<file path="src/rtl/core/assert_macros.svh">
// Assertion helpers for the RTL files; rmtc_scan uses them.
// Each macro expects clk and arst_n to be visible where it is used.
`ifndef ASSERT_MACROS_SVH
`define ASSERT_MACROS_SVH

// Same-cycle implication, disabled while reset is asserted.
`define ASSERT_IMPL(label, ante, cons) \
	label: assert property (@(posedge clk) disable iff (!arst_n) (ante) |-> (cons)) \
		else $error("assertion failed");

// Next-cycle implication, disabled while reset is asserted.
`define ASSERT_NEXT(label, ante, cons) \
	label: assert property (@(posedge clk) disable iff (!arst_n) (ante) |=> (cons)) \
		else $error("assertion failed");

`endif

</file>
<file path="src/rtl/core/rmtc_pkg.sv">
package rmtc_pkg;

	localparam int unsigned POS_W = 24;
	localparam logic [POS_W-1:0] POS_MAX = '1;

	localparam logic [7:0] OP_STORE = 8'h32;

	localparam logic [15:0] ADDR_A0 = 16'h4000;
	localparam logic [15:0] ADDR_A1 = 16'h8000;
	localparam logic [15:0] ADDR_A2 = 16'hA000;
	localparam logic [15:0] ADDR_S0 = 16'h5000;
	localparam logic [15:0] ADDR_S1 = 16'h9000;
	localparam logic [15:0] ADDR_S2 = 16'hB000;
	localparam logic [15:0] ADDR_B8_LO = 16'h6800;
	localparam logic [15:0] ADDR_B8_HI = 16'h7800;
	localparam logic [15:0] ADDR_B16 = 16'h77FF;
	localparam logic [15:0] ADDR_SHARED_A = 16'h6000;
	localparam logic [15:0] ADDR_SHARED_S = 16'h7000;

	localparam logic [POS_W-1:0] POS_AB0 = 24'h000001;
	localparam logic [POS_W-1:0] POS_AB4 = 24'h004001;
	localparam logic [POS_W-1:0] POS_SIG_END = 24'd24;
	localparam logic [POS_W-1:0] POS_TEXT_END = 24'h028008;
	localparam logic [POS_W-4:0] SIG_ROW = 21'h000002;
	localparam logic [POS_W-4:0] TEXT_ROW = 21'h005000;

	localparam logic [POS_W-1:0] SIZE_MIN = 24'd8192;
	localparam logic [POS_W-1:0] SIZE_MAX = 24'd15728640;
	localparam logic [POS_W-1:0] SIZE_16K = 24'd16384;
	localparam logic [POS_W-1:0] SIZE_32K = 24'd32768;
	localparam logic [POS_W-1:0] SIZE_48K = 24'd49152;
	localparam logic [POS_W-1:0] SIZE_64K = 24'd65536;
	localparam logic [POS_W-1:0] SIZE_512K = 24'd524288;
	localparam logic [POS_W-1:0] SIZE_RESET = 24'd16384;

	typedef enum logic [3:0] {
		MT_UNKNOWN   = 4'd0,
		MT_PLAIN16   = 4'd1,
		MT_PLAIN32   = 4'd2,
		MT_A_SND     = 4'd3,
		MT_PLANAR48  = 4'd4,
		MT_B8        = 4'd5,
		MT_B16       = 4'd6,
		MT_A         = 4'd7,
		MT_NEO8      = 4'd8,
		MT_NEO16     = 4'd9,
		MT_B16X      = 4'd12,
		MT_PLANAR64  = 4'd13,
		MT_TEXT512   = 4'd14
	} mapper_t;

	typedef struct packed {
		logic ab0;
		logic ab4;
		logic sig_x;
		logic sig_n8;
		logic sig_n16;
		logic text;
	} hdr_flags_t;

	localparam hdr_flags_t HDR_CLEAR = '{ab0: 1'b0, ab4: 1'b0, sig_x: 1'b1,
		sig_n8: 1'b1, sig_n16: 1'b1, text: 1'b1};

	typedef struct packed {
		hdr_flags_t hdr;
		logic sigs_seen;
		logic text_seen;
	} snap_flags_t;

	function automatic logic [7:0] sig_x_byte(input logic [2:0] k);
		logic [7:0] v;
		unique case (k)
			3'd0: v = 8'h41;
			3'd1: v = 8'h53;
			3'd2: v = 8'h43;
			3'd3: v = 8'h49;
			3'd4: v = 8'h49;
			3'd5: v = 8'h31;
			3'd6: v = 8'h36;
			default: v = 8'h58;
		endcase
		return v;
	endfunction

	function automatic logic [7:0] sig_n8_byte(input logic [2:0] k);
		logic [7:0] v;
		unique case (k)
			3'd0: v = 8'h52;
			3'd1: v = 8'h4F;
			3'd2: v = 8'h4D;
			3'd3: v = 8'h5F;
			3'd4: v = 8'h4E;
			3'd5: v = 8'h45;
			3'd6: v = 8'h4F;
			default: v = 8'h38;
		endcase
		return v;
	endfunction

	function automatic logic [7:0] sig_n16_byte(input logic [2:0] k);
		logic [7:0] v;
		unique case (k)
			3'd0: v = 8'h52;
			3'd1: v = 8'h4F;
			3'd2: v = 8'h4D;
			3'd3: v = 8'h5F;
			3'd4: v = 8'h4E;
			3'd5: v = 8'h45;
			3'd6: v = 8'h31;
			default: v = 8'h36;
		endcase
		return v;
	endfunction

	function automatic logic [7:0] text_mark_byte(input logic [2:0] k);
		logic [7:0] v;
		unique case (k)
			3'd0: v = 8'h4D;
			3'd1: v = 8'h61;
			3'd2: v = 8'h6E;
			3'd3: v = 8'h62;
			3'd4: v = 8'h6F;
			3'd5: v = 8'h77;
			3'd6: v = 8'h20;
			default: v = 8'h32;
		endcase
		return v;
	endfunction

endpackage

</file>
<file path="src/rtl/core/rmtc_scan.sv">
`include "assert_macros.svh"

module rmtc_scan import rmtc_pkg::*; #(
	parameter int unsigned COUNT_WIDTH = 24
) (
	input  logic                   clk,
	input  logic                   arst_n,
	input  logic [POS_W-1:0]       image_size,
	input  logic                   step,
	input  logic [7:0]             in_byte,
	input  logic                   in_last,
	input  logic                   snap_take,
	output logic                   snap_valid,
	output logic [COUNT_WIDTH-1:0] snap_cnt_a,
	output logic [COUNT_WIDTH-1:0] snap_cnt_s,
	output logic [COUNT_WIDTH-1:0] snap_cnt_b8,
	output logic [COUNT_WIDTH-1:0] snap_cnt_b16,
	output logic [COUNT_WIDTH-1:0] snap_raw0,
	output logic [COUNT_WIDTH-1:0] snap_raw1,
	output logic [COUNT_WIDTH-1:0] snap_raw2,
	output snap_flags_t            snap_flags
);

	logic [POS_W-1:0]       pos_q, pos_nx;
	logic [7:0]             prev0_q, prev1_q;
	logic [COUNT_WIDTH-1:0] cnt_a_q, cnt_s_q, cnt_b8_q, cnt_b16_q;
	logic [COUNT_WIDTH-1:0] raw0_q, raw1_q, raw2_q;
	logic [COUNT_WIDTH-1:0] cnt_a_nx, cnt_s_nx, cnt_b8_nx, cnt_b16_nx;
	logic [COUNT_WIDTH-1:0] raw0_nx, raw1_nx, raw2_nx;
	hdr_flags_t             hdr_q, hdr_nx;
	logic                   snap_valid_q;
	logic                   in_img, store_ok;
	logic [15:0]            word;
	logic                   bump_a, bump_s, bump_b8, bump_b16;

	function automatic logic [COUNT_WIDTH-1:0] sat_inc(input logic [COUNT_WIDTH-1:0] c,
		input logic en);
		return (en && c != '1) ? c + 1'b1 : c;
	endfunction

	assign word = {in_byte, prev0_q};
	assign in_img = pos_q < image_size;
	// The store opcode two bytes back counts only when its operand ends before the last byte of the image.
	assign store_ok = in_img && pos_q >= 24'd2 && prev1_q == OP_STORE
		&& ({1'b0, pos_q} + 25'd1) < {1'b0, image_size};
	assign pos_nx = (pos_q == POS_MAX) ? pos_q : pos_q + 1'b1;

	always_comb begin
		bump_a = 1'b0;
		bump_s = 1'b0;
		bump_b8 = 1'b0;
		bump_b16 = 1'b0;
		if (store_ok) begin
			unique case (word)
				ADDR_A0, ADDR_A1, ADDR_A2: bump_a = 1'b1;
				ADDR_S0, ADDR_S1, ADDR_S2: bump_s = 1'b1;
				ADDR_B8_LO, ADDR_B8_HI: bump_b8 = 1'b1;
				ADDR_B16: bump_b16 = 1'b1;
				ADDR_SHARED_A: begin
					bump_a = 1'b1;
					bump_b8 = 1'b1;
					bump_b16 = 1'b1;
				end
				ADDR_SHARED_S: begin
					bump_s = 1'b1;
					bump_b8 = 1'b1;
					bump_b16 = 1'b1;
				end
				default: ;
			endcase
		end
	end

	always_comb begin
		hdr_nx = hdr_q;
		if (in_img) begin
			if (pos_q == POS_AB0 && prev0_q == 8'h41 && in_byte == 8'h42) begin
				hdr_nx.ab0 = 1'b1;
			end
			if (pos_q == POS_AB4 && prev0_q == 8'h41 && in_byte == 8'h42) begin
				hdr_nx.ab4 = 1'b1;
			end
			if (pos_q[POS_W-1:3] == SIG_ROW) begin
				if (in_byte != sig_x_byte(pos_q[2:0])) begin
					hdr_nx.sig_x = 1'b0;
				end
				if (in_byte != sig_n8_byte(pos_q[2:0])) begin
					hdr_nx.sig_n8 = 1'b0;
				end
				if (in_byte != sig_n16_byte(pos_q[2:0])) begin
					hdr_nx.sig_n16 = 1'b0;
				end
			end
			if (pos_q[POS_W-1:3] == TEXT_ROW && in_byte != text_mark_byte(pos_q[2:0])) begin
				hdr_nx.text = 1'b0;
			end
		end
	end

	// Raw constants are checked in priority order, so at most one bumps per byte.
	always_comb begin
		raw0_nx = raw0_q;
		raw1_nx = raw1_q;
		raw2_nx = raw2_q;
		if (in_img && pos_q != '0) begin
			if (word == ADDR_B16) begin
				raw0_nx = sat_inc(raw0_q, 1'b1);
			end else if (word == ADDR_B8_LO) begin
				raw1_nx = sat_inc(raw1_q, 1'b1);
			end else if (word == ADDR_B8_HI) begin
				raw2_nx = sat_inc(raw2_q, 1'b1);
			end
		end
	end

	assign cnt_a_nx = sat_inc(cnt_a_q, bump_a);
	assign cnt_s_nx = sat_inc(cnt_s_q, bump_s);
	assign cnt_b8_nx = sat_inc(cnt_b8_q, bump_b8);
	assign cnt_b16_nx = sat_inc(cnt_b16_q, bump_b16);

	always_ff @(posedge clk or negedge arst_n) begin
		if (!arst_n) begin
			pos_q <= '0;
			prev0_q <= '0;
			prev1_q <= '0;
			cnt_a_q <= '0;
			cnt_s_q <= '0;
			cnt_b8_q <= '0;
			cnt_b16_q <= '0;
			raw0_q <= '0;
			raw1_q <= '0;
			raw2_q <= '0;
			hdr_q <= HDR_CLEAR;
			snap_valid_q <= 1'b0;
		end else begin
			if (step && in_last) begin
				pos_q <= '0;
				prev0_q <= '0;
				prev1_q <= '0;
				cnt_a_q <= '0;
				cnt_s_q <= '0;
				cnt_b8_q <= '0;
				cnt_b16_q <= '0;
				raw0_q <= '0;
				raw1_q <= '0;
				raw2_q <= '0;
				hdr_q <= HDR_CLEAR;
			end else if (step) begin
				pos_q <= pos_nx;
				if (in_img) begin
					prev0_q <= in_byte;
					prev1_q <= prev0_q;
				end
				cnt_a_q <= cnt_a_nx;
				cnt_s_q <= cnt_s_nx;
				cnt_b8_q <= cnt_b8_nx;
				cnt_b16_q <= cnt_b16_nx;
				raw0_q <= raw0_nx;
				raw1_q <= raw1_nx;
				raw2_q <= raw2_nx;
				hdr_q <= hdr_nx;
			end
			if (step && in_last) begin
				snap_valid_q <= 1'b1;
			end else if (snap_take) begin
				snap_valid_q <= 1'b0;
			end
		end
	end

	// Snapshot of the final state of one image, held for the decision stage.
	always_ff @(posedge clk) begin
		if (step && in_last) begin
			snap_cnt_a <= cnt_a_nx;
			snap_cnt_s <= cnt_s_nx;
			snap_cnt_b8 <= cnt_b8_nx;
			snap_cnt_b16 <= cnt_b16_nx;
			snap_raw0 <= raw0_nx;
			snap_raw1 <= raw1_nx;
			snap_raw2 <= raw2_nx;
			snap_flags.hdr <= hdr_nx;
			snap_flags.sigs_seen <= pos_nx >= POS_SIG_END && image_size >= POS_SIG_END;
			snap_flags.text_seen <= pos_nx >= POS_TEXT_END && image_size >= POS_TEXT_END;
		end
	end

	assign snap_valid = snap_valid_q;

	`ASSERT_NEXT(a_last_fills_snap, step && in_last, snap_valid)
	`ASSERT_NEXT(a_last_clears_pos, step && in_last, pos_q == '0 && cnt_a_q == '0)
	`ASSERT_NEXT(a_snap_holds, snap_valid && !snap_take && !(step && in_last), snap_valid)
	`ASSERT_IMPL(a_no_overrun, step && in_last, !snap_valid || snap_take)

endmodule

</file>
<file path="src/rtl/core/rmtc_decide.sv">
module rmtc_decide import rmtc_pkg::*; #(
	parameter int unsigned COUNT_WIDTH = 24
) (
	input  logic                   clk,
	input  logic                   arst_n,
	input  logic [POS_W-1:0]       image_size,
	input  logic                   snap_valid,
	input  logic [COUNT_WIDTH-1:0] snap_cnt_a,
	input  logic [COUNT_WIDTH-1:0] snap_cnt_s,
	input  logic [COUNT_WIDTH-1:0] snap_cnt_b8,
	input  logic [COUNT_WIDTH-1:0] snap_cnt_b16,
	input  logic [COUNT_WIDTH-1:0] snap_raw0,
	input  logic [COUNT_WIDTH-1:0] snap_raw1,
	input  logic [COUNT_WIDTH-1:0] snap_raw2,
	input  snap_flags_t            snap_flags,
	output logic                   snap_take,
	input  logic                   res_ready,
	output logic                   res_valid,
	output mapper_t                res_type
);

	logic                   res_valid_q;
	mapper_t                res_type_q, kind;
	logic [COUNT_WIDTH-1:0] sc_b8;
	logic [COUNT_WIDTH-1:0] best1, best2, best3;
	mapper_t                vote1, vote2, vote3, vote4;
	logic                   b16_wins_raw;
	hdr_flags_t             h;

	assign h = snap_flags.hdr;
	assign sc_b8 = (snap_cnt_b8 != '0) ? snap_cnt_b8 - 1'b1 : '0;
	assign b16_wins_raw = {1'b0, snap_raw0} > ({1'b0, snap_raw1} + {1'b0, snap_raw2});

	// Vote over the four scores; a later nonzero score wins ties.
	always_comb begin
		best1 = snap_cnt_s;
		vote1 = (snap_cnt_s != '0) ? MT_A_SND : MT_UNKNOWN;
		best2 = best1;
		vote2 = vote1;
		if (snap_cnt_a != '0 && snap_cnt_a >= best1) begin
			best2 = snap_cnt_a;
			vote2 = MT_A;
		end
		best3 = best2;
		vote3 = vote2;
		if (sc_b8 != '0 && sc_b8 >= best2) begin
			best3 = sc_b8;
			vote3 = MT_B8;
		end
		vote4 = vote3;
		if (snap_cnt_b16 != '0 && snap_cnt_b16 >= best3) begin
			vote4 = MT_B16;
		end
	end

	always_comb begin
		priority if (image_size < SIZE_MIN || image_size > SIZE_MAX) begin
			kind = MT_UNKNOWN;
		end else if (h.ab0 && image_size == SIZE_16K) begin
			kind = MT_PLAIN16;
		end else if (h.ab0 && image_size <= SIZE_32K) begin
			kind = h.ab4 ? MT_PLANAR48 : MT_PLAIN32;
		end else if (h.ab0 && snap_flags.sigs_seen && h.sig_x) begin
			kind = MT_B16X;
		end else if (h.ab0 && snap_flags.sigs_seen && h.sig_n8) begin
			kind = MT_NEO8;
		end else if (h.ab0 && snap_flags.sigs_seen && h.sig_n16) begin
			kind = MT_NEO16;
		end else if (image_size == SIZE_512K && h.ab0 && snap_flags.text_seen && h.text) begin
			kind = MT_TEXT512;
		end else if (h.ab4 && image_size <= SIZE_48K) begin
			kind = MT_PLANAR48;
		end else if (image_size == SIZE_64K && h.ab4) begin
			kind = MT_PLANAR64;
		end else if (image_size <= SIZE_32K) begin
			kind = MT_UNKNOWN;
		end else if (vote4 != MT_UNKNOWN) begin
			kind = vote4;
		end else if (image_size == SIZE_64K && h.ab0) begin
			kind = MT_PLANAR64;
		end else if (image_size > SIZE_64K && h.ab0 && image_size[13:0] == '0) begin
			kind = b16_wins_raw ? MT_B16 : MT_B8;
		end else begin
			kind = MT_UNKNOWN;
		end
	end

	assign snap_take = snap_valid && (!res_valid_q || res_ready);

	always_ff @(posedge clk or negedge arst_n) begin
		if (!arst_n) begin
			res_valid_q <= 1'b0;
		end else if (!res_valid_q || res_ready) begin
			res_valid_q <= snap_valid;
		end
	end

	always_ff @(posedge clk) begin
		if (snap_take) begin
			res_type_q <= kind;
		end
	end

	assign res_valid = res_valid_q;
	assign res_type = res_type_q;

endmodule

</file>
<file path="src/rtl/core/rom_mapper_type_classifier_unit.sv">
// An image's last item passes through the input register, then the snapshot register,
// then the result register. Throughput: one item per cycle; a last item waits
// until the previous snapshot is taken. The scan stage updates all scores in one pass.
// Reset: arst_n clears all valids, scores and positions; image_size returns to 16384.
// No memory is used, so there is no clearing pass after reset.
module rom_mapper_type_classifier_unit import rmtc_pkg::*; #(
	parameter int unsigned COUNT_WIDTH = 24
) (
	input  logic             clk,
	input  logic             arst_n,
	// Image byte stream.
	input  logic             s_axis_tvalid,
	output logic             s_axis_tready,
	input  logic [7:0]       s_axis_tdata,   // [7:0] data_byte
	input  logic             s_axis_tlast,   // last_byte
	// Mapper type results.
	output logic             m_axis_tvalid,
	input  logic             m_axis_tready,
	output logic [7:0]       m_axis_tdata,   // [3:0] mapper_type, [7:4] zero
	// Image length register.
	input  logic             image_size_we,
	input  logic [POS_W-1:0] image_size_wdata
);

	// The block is a short pipeline. The input register holds one byte; when it moves
	// on, the scan stage updates the running position, the header and signature
	// flags and the saturating scores. The last byte of an image instead copies the
	// updated state into a snapshot register and clears the running state, so the
	// next image may start in the following cycle. The decision stage turns the
	// snapshot into a mapper code in the result register.

	logic [POS_W-1:0]       image_size_q;
	logic                   s1_valid;
	logic [7:0]             s1_byte;
	logic                   s1_last;
	logic                   s1_go, step;
	logic                   snap_valid, snap_take;
	logic [COUNT_WIDTH-1:0] snap_cnt_a, snap_cnt_s, snap_cnt_b8, snap_cnt_b16;
	logic [COUNT_WIDTH-1:0] snap_raw0, snap_raw1, snap_raw2;
	snap_flags_t            snap_flags;
	mapper_t                res_type;

	// Only the last item of an image needs room downstream; every other item
	// is absorbed by the scan stage at once.
	assign s1_go = !s1_last || !snap_valid || snap_take;
	assign step = s1_valid && s1_go;
	assign s_axis_tready = !s1_valid || s1_go;

	always_ff @(posedge clk or negedge arst_n) begin
		if (!arst_n) begin
			image_size_q <= SIZE_RESET;
			s1_valid <= 1'b0;
		end else begin
			if (image_size_we) begin
				image_size_q <= image_size_wdata;
			end
			if (s_axis_tready) begin
				s1_valid <= s_axis_tvalid;
			end
		end
	end

	always_ff @(posedge clk) begin
		if (s_axis_tready && s_axis_tvalid) begin
			s1_byte <= s_axis_tdata;
			s1_last <= s_axis_tlast;
		end
	end

	rmtc_scan #(
		.COUNT_WIDTH(COUNT_WIDTH)
	) u_scan (
		.clk          (clk),
		.arst_n       (arst_n),
		.image_size   (image_size_q),
		.step         (step),
		.in_byte      (s1_byte),
		.in_last      (s1_last),
		.snap_take    (snap_take),
		.snap_valid   (snap_valid),
		.snap_cnt_a   (snap_cnt_a),
		.snap_cnt_s   (snap_cnt_s),
		.snap_cnt_b8  (snap_cnt_b8),
		.snap_cnt_b16 (snap_cnt_b16),
		.snap_raw0    (snap_raw0),
		.snap_raw1    (snap_raw1),
		.snap_raw2    (snap_raw2),
		.snap_flags   (snap_flags)
	);

	rmtc_decide #(
		.COUNT_WIDTH(COUNT_WIDTH)
	) u_decide (
		.clk          (clk),
		.arst_n       (arst_n),
		.image_size   (image_size_q),
		.snap_valid   (snap_valid),
		.snap_cnt_a   (snap_cnt_a),
		.snap_cnt_s   (snap_cnt_s),
		.snap_cnt_b8  (snap_cnt_b8),
		.snap_cnt_b16 (snap_cnt_b16),
		.snap_raw0    (snap_raw0),
		.snap_raw1    (snap_raw1),
		.snap_raw2    (snap_raw2),
		.snap_flags   (snap_flags),
		.snap_take    (snap_take),
		.res_ready    (m_axis_tready),
		.res_valid    (m_axis_tvalid),
		.res_type     (res_type)
	);

	assign m_axis_tdata = {4'b0000, res_type};

endmodule
</file>
<file path="config.mk">
export PLATFORM = sky130hd
export DESIGN_NAME = rom_mapper_type_classifier_unit
export DESIGN_NICKNAME = d
export VERILOG_FILES = /design/src/rtl/core/rmtc_pkg.sv /design/src/rtl/core/rmtc_scan.sv /design/src/rtl/core/rmtc_decide.sv /design/src/rtl/core/rom_mapper_type_classifier_unit.sv
export VERILOG_INCLUDE_DIRS = /design/src /design/src/rtl/core
export SDC_FILE = /design/constraint.sdc
export NUM_CORES = 1
export LEC_CHECK = 0
export BUFFER_PORTS_ARGS = -buffer_cell sky130_fd_sc_hd__buf_2
export CORE_MARGIN = 4
export CORE_UTILIZATION = 65
export CTS_CLUSTER_DIAMETER = 40
export CTS_CLUSTER_SIZE = 10
export DETAILED_ROUTE_END_ITERATION = 10
export GPL_ROUTABILITY_DRIVEN = 1
export HOLD_SLACK_MARGIN = 0.15
export PLACE_DENSITY = 0.82
export SYNTH_ARGS = -nofsm -noshare
export SYNTH_HDL_FRONTEND = slang
export SYNTH_SLANG_ARGS = --single-unit
</file>
<file path="constraint.sdc">
create_clock -name clk -period 11.4 [get_ports clk]
set_input_delay 0.57 -clock clk [delete_from_list [all_inputs] [get_ports clk]]
set_output_delay 0.57 -clock clk [all_outputs]
set_load 0.05 [all_outputs]
</file>
# Word level (Yosys, flattened, before mapping)
# Cells that the tools add are included.
word_totals:
  output_inout_bits: 10
  in_bits: 38
  ff_bits: 430
  wordCells: 261
op_classes:
  add_sub_neg: 11
  n_eq_ne: 39
  mux: 91
  reduce_logical: 65
  order_cmp: 16
ops:
  columns: ["op", "n"]
  rows:
  - ["24-bit 2-to-1 mux", 36]
  - ["24-bit by 1-bit adder with 24-bit output (second input constant)", 8]
  - ["24-bit inequality test (second input constant)", 7]
  - ["24-bit nonzero test", 6]
  - ["16-bit by 15-bit == test with 1-bit output (second input constant)", 7]
  - ["8-bit 2-to-1 mux", 13]
  - ["7-bit case mux with 7 select lines", 2]
  - ["7-bit case mux with 6 select lines", 2]
  - ["24-bit >= comparator", 3]
  - ["16-bit == test (second input constant)", 4]
  - ["4-bit 2-to-1 mux", 14]
  - ["24-bit by 15-bit == test with 1-bit output (second input constant)", 2]
  - ["24-bit by 18-bit >= comparator with 1-bit output (second input constant)", 2]
  - ["24-bit by 5-bit >= comparator with 1-bit output (second input constant)", 2]
  - ["24-bit by 16-bit less-or-equal comparator with 1-bit output (second input constant)", 2]
  - ["1-bit logical AND", 36]
  - ["8-bit inequality test", 4]
  - ["24-bit by 1-bit adder with 25-bit output (second input constant)", 1]
  - ["24-bit by 24-bit adder with 25-bit output", 1]
  - ["24-bit by 25-bit > comparator with 1-bit output", 1]
  - ["25-bit by 24-bit less-than comparator with 1-bit output", 1]
  - ["24-bit by 1-bit == test with 1-bit output (second input constant)", 1]
  - ["24-bit by 17-bit == test with 1-bit output (second input constant)", 1]
  - ["24-bit by 20-bit == test with 1-bit output (second input constant)", 1]
  - ["28 further kinds", 65]

# Logic depth before layout (Yosys ltp)
# Gate-level depths: netlist of the first run.
logic_depth:
  word_depth: 20
  depth_mapped: 33
  mapped_depth_nobuf: 31

# Modules after synthesis
# A second synthesis of the first run with hierarchy kept.
unflattened:
  cells_unflattened: 3037
  area_unflattened_um2: 28863.9
by_module_without_submodules:
  columns: ["mod", "area_each_um2", "cells_each", "seq_area_each_um2", "instances"]
  rows:
  - ["rmtc_scan", 22205.0, 2227, 10670.2, 1]
  - ["rmtc_decide", 5296.3, 738, 145.1, 1]
  - ["rom_mapper_type_classifier_unit", 1362.6, 72, 897.1, 1]

# Worst setup path before layout of the first run
# Ideal clock, no wire load.
synth_timing:
  path_type: "reg-to-reg"
  start: "register u_scan.snap_cnt_a[19]"
  end: "register u_decide.res_type_q[1], in the netlist u_decide.res_type[1], data pin"
  path_stages_with_launch: 31
  slack_ps: 4926
  arrival_ps: 6213
  period_less_slack_ps: 6474
  cell_sequence: "edfxtp_1 -> ha_1 -> nand4_1 -> or2_2 -> nor2_1 -> a2111oi_0 -> o2111ai_1 -> nand2_1 -> clkbuf_1 -> mux2i_1 -> ha_1 -> or4_1 -> a21oi_1 -> o21a_1 -> o22ai_1 -> a21oi_1 -> o21ai_0 -> nand3b_1 -> clkbuf_1 -> clkbuf_1 -> nand2_1 -> o21ai_0 -> ha_1 -> a21oi_1 -> a21oi_1 -> o31a_1 -> o221ai_1 -> a21oi_1 -> o311ai_0 -> inv_1 -> o311a_1"
synth_between:
  elab_chain_cells: 19
  word_cells_on_any_way: 22
  cone_classes: "order compare (3); mux (14); reduce/logical (5)"
synth_lines:
  columns: ["item", "line", "rtl"]
  rows:
  - ["from (decl)", "rmtc_scan.sv:14", "output logic [COUNT_WIDTH-1:0] snap_cnt_a,"]
  - ["from (signal assigned)", "rmtc_scan.sv:174", "snap_cnt_a <= cnt_a_nx;"]
  - ["24-bit >= comparator or 24-bit nonzero test (tied branches)", "rmtc_decide.sv:40", "if (snap_cnt_a != '0 && snap_cnt_a >= best1) begin"]
  - ["1-bit logical AND", "rmtc_decide.sv:40", null]
  - ["24-bit 2-to-1 mux", "rmtc_decide.sv:40", null]
  - ["24-bit >= comparator", "rmtc_decide.sv:46", "if (sc_b8 != '0 && sc_b8 >= best2) begin"]
  - ["1-bit logical AND", "rmtc_decide.sv:46", null]
  - ["24-bit 2-to-1 mux", "rmtc_decide.sv:46", null]
  - ["24-bit >= comparator", "rmtc_decide.sv:51", "if (snap_cnt_b16 != '0 && snap_cnt_b16 >= best3) begin"]
  - ["1-bit logical AND", "rmtc_decide.sv:51", null]
  - ["[3 not listed]", null, null]
  - ["4-bit 2-to-1 mux (*)", "rmtc_decide.sv:75", "end else if (image_size <= SIZE_32K) begin"]
  - ["4-bit 2-to-1 mux (*)", "rmtc_decide.sv:73", "end else if (image_size == SIZE_64K && h.ab4) begin"]
  - ["4-bit 2-to-1 mux (*)", "rmtc_decide.sv:71", "end else if (h.ab4 && image_size <= SIZE_48K) begin"]
  - ["4-bit 2-to-1 mux (*)", "rmtc_decide.sv:69", "end else if (image_size == SIZE_512K && h.ab0 && snap_flags.text_seen && h.text) begin"]
  - ["4-bit 2-to-1 mux (*)", "rmtc_decide.sv:67", "end else if (h.ab0 && snap_flags.sigs_seen && h.sig_n16) begin"]
  - ["4-bit 2-to-1 mux (*)", "rmtc_decide.sv:65", "end else if (h.ab0 && snap_flags.sigs_seen && h.sig_n8) begin"]
  - ["4-bit 2-to-1 mux (*)", "rmtc_decide.sv:63", "end else if (h.ab0 && snap_flags.sigs_seen && h.sig_x) begin"]
  - ["4-bit 2-to-1 mux (*)", "rmtc_decide.sv:61", "end else if (h.ab0 && image_size <= SIZE_32K) begin"]
  - ["to (signal assigned)", "rmtc_decide.sv:100", "res_type_q <= kind;"]
  - ["to (decl)", "rmtc_decide.sv:23", "mapper_t res_type_q, kind;"]
# Every way passes the cells marked *; elsewhere a longest branch is shown, timed or not.
# A chain may end at the register's enable or synchronous reset.

# Worst setup path in the final report of the first run
layout_timing:
  start: "register u_scan.snap_cnt_a[17]"
  end: "register u_decide.res_type_q[1], in the netlist u_decide.res_type[1], data pin"
# The elaborated chain is that of the path after synthesis.

==> results of run 1 <==
[worst paths after layout]
check	start	to	slack [ps]	cells after the start
worst max-delay path	u_scan.snap_cnt_a[17]$_DFFE_PP_	u_decide.res_type[1]$_SDFFCE_PP0P_	3770	28
worst min register to register	u_scan.cnt_s_q[21]$_DFFE_PN0P_	u_scan.cnt_s_q[21]$_DFFE_PN0P_	500	1
min in group asynchronous	arst_n	u_scan.cnt_s_q[12]$_DFFE_PN0P_	600	2
max in group asynchronous	arst_n	image_size_q[0]$_DFFE_PN0P_	9180	3
worst max register to register	u_scan.snap_cnt_a[17]$_DFFE_PP_	u_decide.res_type[1]$_SDFFCE_PP0P_	3770	28
worst min-delay path	s_axis_tvalid	s1_valid$_DFFE_PN0N_	170	2
[worst reg2reg max path: cells and delay by family, from the launching register on]
kind / cells / cell delay, ps
and+or+nand+nor: 8 / 1490
AOI/OAI and AO/OA: 13 / 3140
muxes: 1 / 380
DFF: 1 / 460
adders and majority gates: 3 / 980
buffers and inverters: 3 / 940
[cell type report]
type                            instances  area [um2]
Antenna cell                            1        2.50
Multi-Input combinational cell       2274       15100
Clock buffer                          100        2130
Timing Repair Buffer                   76         498
Fill cell                            3018       11200
Sequential cell                       430       11700
Clock inverter                         34         430
Tap cell                              539         674
Inverter                              108         410
[Yosys cell counts (6+ instances only)]
library cell | number | area [um2]
a21oi_1 | 124 | 621
nor3_1 | 62 | 310
nand2_1 | 299 | 1120
a2111oi_0 | 6 | 52.6
clkbuf_1 | 137 | 514
dfrtp_1 | 236 | 5910
nor3b_1 | 12 | 90.1
xnor2_1 | 163 | 1430
mux2_2 | 9 | 101
o21ai_0 | 257 | 1290
nand3_1 | 115 | 576
xor2_1 | 75 | 657
a21o_1 | 50 | 375
nand4_1 | 66 | 413
and2_1 | 30 | 188
or2_2 | 12 | 75.1
a22o_1 | 26 | 228
buf_2 | 11 | 55.1
nor2_1 | 209 | 785
o311ai_0 | 9 | 78.8
nor2b_1 | 24 | 150
and3_1 | 59 | 369
o41ai_1 | 8 | 70.1
a31oi_1 | 62 | 388
mux2i_1 | 64 | 641
inv_1 | 107 | 402
a211oi_1 | 17 | 128
nor4_1 | 58 | 363
nand2b_1 | 12 | 75.1
or3_1 | 29 | 181
or4_1 | 19 | 143
o31ai_1 | 60 | 450
buf_1 | 9 | 33.8
ha_1 | 180 | 2250
a41oi_1 | 9 | 78.8
edfxtp_1 | 189 | 5680
o211ai_1 | 7 | 52.6
and4_1 | 16 | 140
o21a_1 | 14 | 105
[routing by layer]
| layer | global-route usage, % | routed length, um |
|---|---|---|
| met5 | 0 | 16 |
| met4 | 12.4 | 2860 |
| met3 | 6.82 | 6880 |
| met2 | 51.9 | 35500 |
| met1 | 45.4 | 31800 |
[power by group through the flow]
stage | sequential, mW | clock, mW | combinational [mW]
2_1_floorplan | 1.80 | 0 | 0.480
3_3_place_gp | 1.82 | 0 | 0.627
3_5_place_dp | 1.83 | 0 | 0.650
4_1_cts | 1.80 | 2.29 | 0.659
5_1_grt | 1.81 | 2.38 | 0.745
6_report | 1.80 | 2.27 | 0.669
[cells by family after synthesis]
logic type,after synthesis,share of synthesized area (%)
and+or+nand+nor,1055,19.1
AOI/OAI and AO/OA,723,16.5
DFF,430,42.2
buffers and inverters,273,3.86
xor gates and xnor gates,238,7.50
adders and majority gates,181,8.18
muxes,73,2.67
other,1,0.0135
[repair_timing]
item | 4_1_cts | 5_1_grt
hold buffers | 8 | 2
endpoints found under the setup margin | 0 | 0
endpoints found under the hold margin | 112 | 2
==> results.cfg, run 1 <==
[run_status]
status = complete, no violations

[power_and_ir_drop]
ir_drop_mv = 0.189
cellLeakagePower_nw = 13.2
p_int_mw = 3.46
pwr-share-seq_pct = 38.0
power_density_mw_per_mm2 = 154
power_mw = 4.75
sw_frac_of_total_pct = 27.2
combPwrFrac_pct = 14.1
power_frac_clock_pct = 47.9
p_switching_mw = 1.29

[layout]
design_area_mm2 = 0.0309
drive_gt1_share_pct = 8.11
syn2layout_area_growth_pct = 11.3
final_common_cell = nand2_1
final_cell_mix = nand2_1, o21ai_0, dfrtp_1
fin_nets = 3182
fin_util_pct = 73.4
post_layout_nonfiller_instances = 3562

[yosys]
yosys_most_used_dff = dfrtp_1
async_flop_share_pct = 56.0
synth_cell_types = 93
netlist_area_mm2 = 0.0278
ys_warn_count = 0
avgSynthCellArea_um2 = 9.34
netlist_instances = 2974
synth_seq_cells = 430
synth_seq_area_share_pct = 42.2
synth-edff-count = 189

[grt]
grt_pass1_wl_mm = 124
grt_max_degree = 109
antenna_found_initial = 3
grtUsageTotal_pct = 32.9
grt_pass1_vias = 23100
overflow = 0

[timing]
tns_ps = 0
finalCritPeriodShare_pct = 66.9
rsz0062_at_grt = no
worst_pin_slew_ps = 1280
slew-limit-headroom_pct = 14.2
fin_ws_ps = 3770
slew_viol_final = 0
hold_slack_ps = 175
hold_viol_final = 0
fin_skew_ps = 22.9
setup_viol = 0
min_period_ps = 7630
fmax_mhz = 131

[floorplanning]
die_area_mm2 = 0.0461
die_w_um = 215
pin_count = 48
die_h_um = 215
std_cell_rows = 75
core_area_mm2 = 0.0421
start_util_pct = 65.9

[routing]
drt-initial-drc-count = 2490
drc = 0
drt-pass1-iter-count = 11
viasPerCell = 6.71
totalWireLength_mm = 77.0
vias = 23900
wl_per_cell_um = 21.6
ant_nets = 0

[cts]
post-cts-setup-buffers = 0
clkSlewWorstSetupHoldPaths_ps = 50
insertion_delay_ps = 600
numCtsBuffers = 73
htree_levels = 3
cts_num_sinks = 430
ctsResizeCount = 0
cts_tree = built
root_buffer = clkbuf_16
clock_path_buffers = 3

[setup_path]
crit_family = compound AO/OA/AOI/OAI gates
crit_type = reg -> reg
crit_path_end_kind = register
cp.required_ps = 11740
cpPeakStageDelay_ps = 740
start_kind = register
crit_buf_inv = 3
crit_slowest_cell = o311ai_0
crit_fanout = 37
crit_arrival_ps = 7970

[place]
dp.cells = 3417
gp_congestion = 0.938
preCtsSetupSlack_ps = 3900
io_buffers = 43
post_dp_cell_area_mm2 = 0.0282
dp_hpwl_mm = 53.2

[run]
cap_violations = 0

[min_path]
hold_path_class = in -> reg
Power figures use the tool's default switching activity.
==> run 2: changes to the inputs <==
- CORE_UTILIZATION: 65 -> 64
- PLACE_DENSITY: 0.82 -> 0.81
- clock period: 11.4 -> 7.9 ns (I/O delays scaled with it)
==> results.cfg, run 2 (synthesis gave the netlist of run 1 again) <==
[layout]
fin_nets = 3210
drive_gt1_share_pct = 7.88
syn2layout_area_growth_pct = 11.5
fill_cells = 3150
antenna_cells = 0
fin_util_pct = 72.1
multi_input_area_mm2 = 0.0151
final_cell_mix = nand2_1, o21ai_0, dfrtp_1
final_common_cell = nand2_1
seq_area_mm2 = 0.0117

[cts]
cts_tree = built
cts_num_sinks = 430
root_buffer = clkbuf_16
post-cts-setup-buffers = 0
htree_levels = 3
clock_path_buffers = 3
clkSlewWorstSetupHoldPaths_ps = 50
insertion_delay_ps = 610
numCtsBuffers = 70

[routing]
drt-pass1-iter-count = 7
vias = 23800
wl_per_cell_um = 21.1
viasPerCell = 6.55
drc = 0
drt-initial-drc-count = 2750
totalWireLength_mm = 76.5
ant_nets = 0

[timing]
finalCritPeriodShare_pct = 90.9
worst_pin_slew_ps = 1310
min_period_ps = 7180
setup_viol = 0
slew-limit-headroom_pct = 12.0
rsz0062_at_grt = no
fmax_mhz = 139
fin_skew_ps = 33.0
slew_viol_final = 0
tns_ps = 0
hold_viol_final = 0

[place]
dp_hpwl_mm = 52.4
gp_congestion = 0.953
io_buffers = 43

[grt]
grtUsageTotal_pct = 32.5
antenna_found_initial = 0
grt_pass1_wl_mm = 123
overflow = 0
grt_pass1_vias = 23100
grt_max_degree = 132

[setup_path]
start_kind = register
crit_arrival_ps = 7510
crit_fanout = 23
crit_type = reg -> reg
crit_top_cell = a21oi_1
crit_path_end_kind = register
cpPeakStageDelay_ps = 540
cp.required_ps = 8230
crit_slowest_cell = a2111oi_0

[floorplanning]
die_area_mm2 = 0.0468
pin_count = 48
die_w_um = 216
core_area_mm2 = 0.0430
die_h_um = 216
std_cell_rows = 76
start_util_pct = 64.6

[power_and_ir_drop]
ir_drop_mv = 0.171
power_mw = 6.54
cellLeakagePower_nw = 13.2
power_density_mw_per_mm2 = 211

[min_path]
hold_path_class = in -> reg

[run]
cap_violations = 0

[run_status]
status = complete, no violations
-- run 2: path summary, 6_finish.rpt --
check	startpoint	endpoint	slack [ps]	cells after the start
max	u_scan.snap_cnt_a[17]$_DFFE_PP_	u_decide.res_type[1]$_SDFFCE_PP0P_	720	29
min	image_size_we	image_size_q[4]$_DFFE_PN0P_	360	3
max reg2reg	u_scan.snap_cnt_a[17]$_DFFE_PP_	u_decide.res_type[1]$_SDFFCE_PP0P_	720	29
min reg2reg	u_scan.hdr_q[3]$_DFFE_PN1P_	u_scan.hdr_q[3]$_DFFE_PN1P_	500	2
max in group asynchronous	arst_n	u_scan.cnt_b16_q[2]$_DFFE_PN0P_	6060	3
min in group asynchronous	arst_n	u_scan.cnt_s_q[9]$_DFFE_PN0P_	470	2
-- run 2: routing by layer --
layer	track usage [%]	wire, um	up-vias
li1	-	-	11000
met1	46.1	32600	11500
met2	51.2	35300	1111
met3	4.68	5850	190
met4	12.8	2820	0
met5	0	0	-
-- run 2: report_power, final --
part | switching [mW] | total, mW | internal (mW) | leakage (nW)
Clock | 1.12 | 2.95 | 1.83 | 1.09
Sequential | 0.135 | 2.60 | 2.47 | 5.03
Combinational | 0.610 | 0.984 | 0.373 | 7.06
Total | 1.87 | 6.54 | 4.67 | 13.2
-- run 2: final cells by class --
cell class	instances	share of cell area, %
repair buffers	107	2.61
well taps	585	2.36
clock buffers	87	6.03
flip-flops and latches	430	37.8
multi-input cells	2274	48.6
inverters	108	1.32
clock inverters	41	1.26
-- run 2: repair_timing --
action	in CTS	in global routing
hold buffers	36	0
gates resized for setup	0	1
endpoints found under the setup margin	0	4
endpoints found under the hold margin	145	0
-- run 2: worst max-delay path, delay by kind of cell, from the launching register on --
| kind | cells | cell delay, ps |
|---|---|---|
| AND/OR/NAND/NOR | 8 | 1400 |
| adder cells (fa/ha/maj) | 3 | 910 |
| buffers and inverters | 3 | 820 |
| AO/OA/AOI/OAI | 14 | 3010 |
| multiplexers | 1 | 320 |
| flip-flops | 1 | 450 |
-- run 2: per-stage QoR --
step / cell area [um2] / cells / hold WS, ps / setup slack [ps]
final: 31000 / 3632 / 364 / 722
after global routing: 31000 / 3632 / 432 / 68.3
after CTS: 31000 / 3632 / 335 / 608
after detailed placement: 28400 / 3468 / 483 / 592
after global placement: 28400 / 3468 / 460 / 977
after floorplan: 27800 / 2977 / 99.4 / 1430
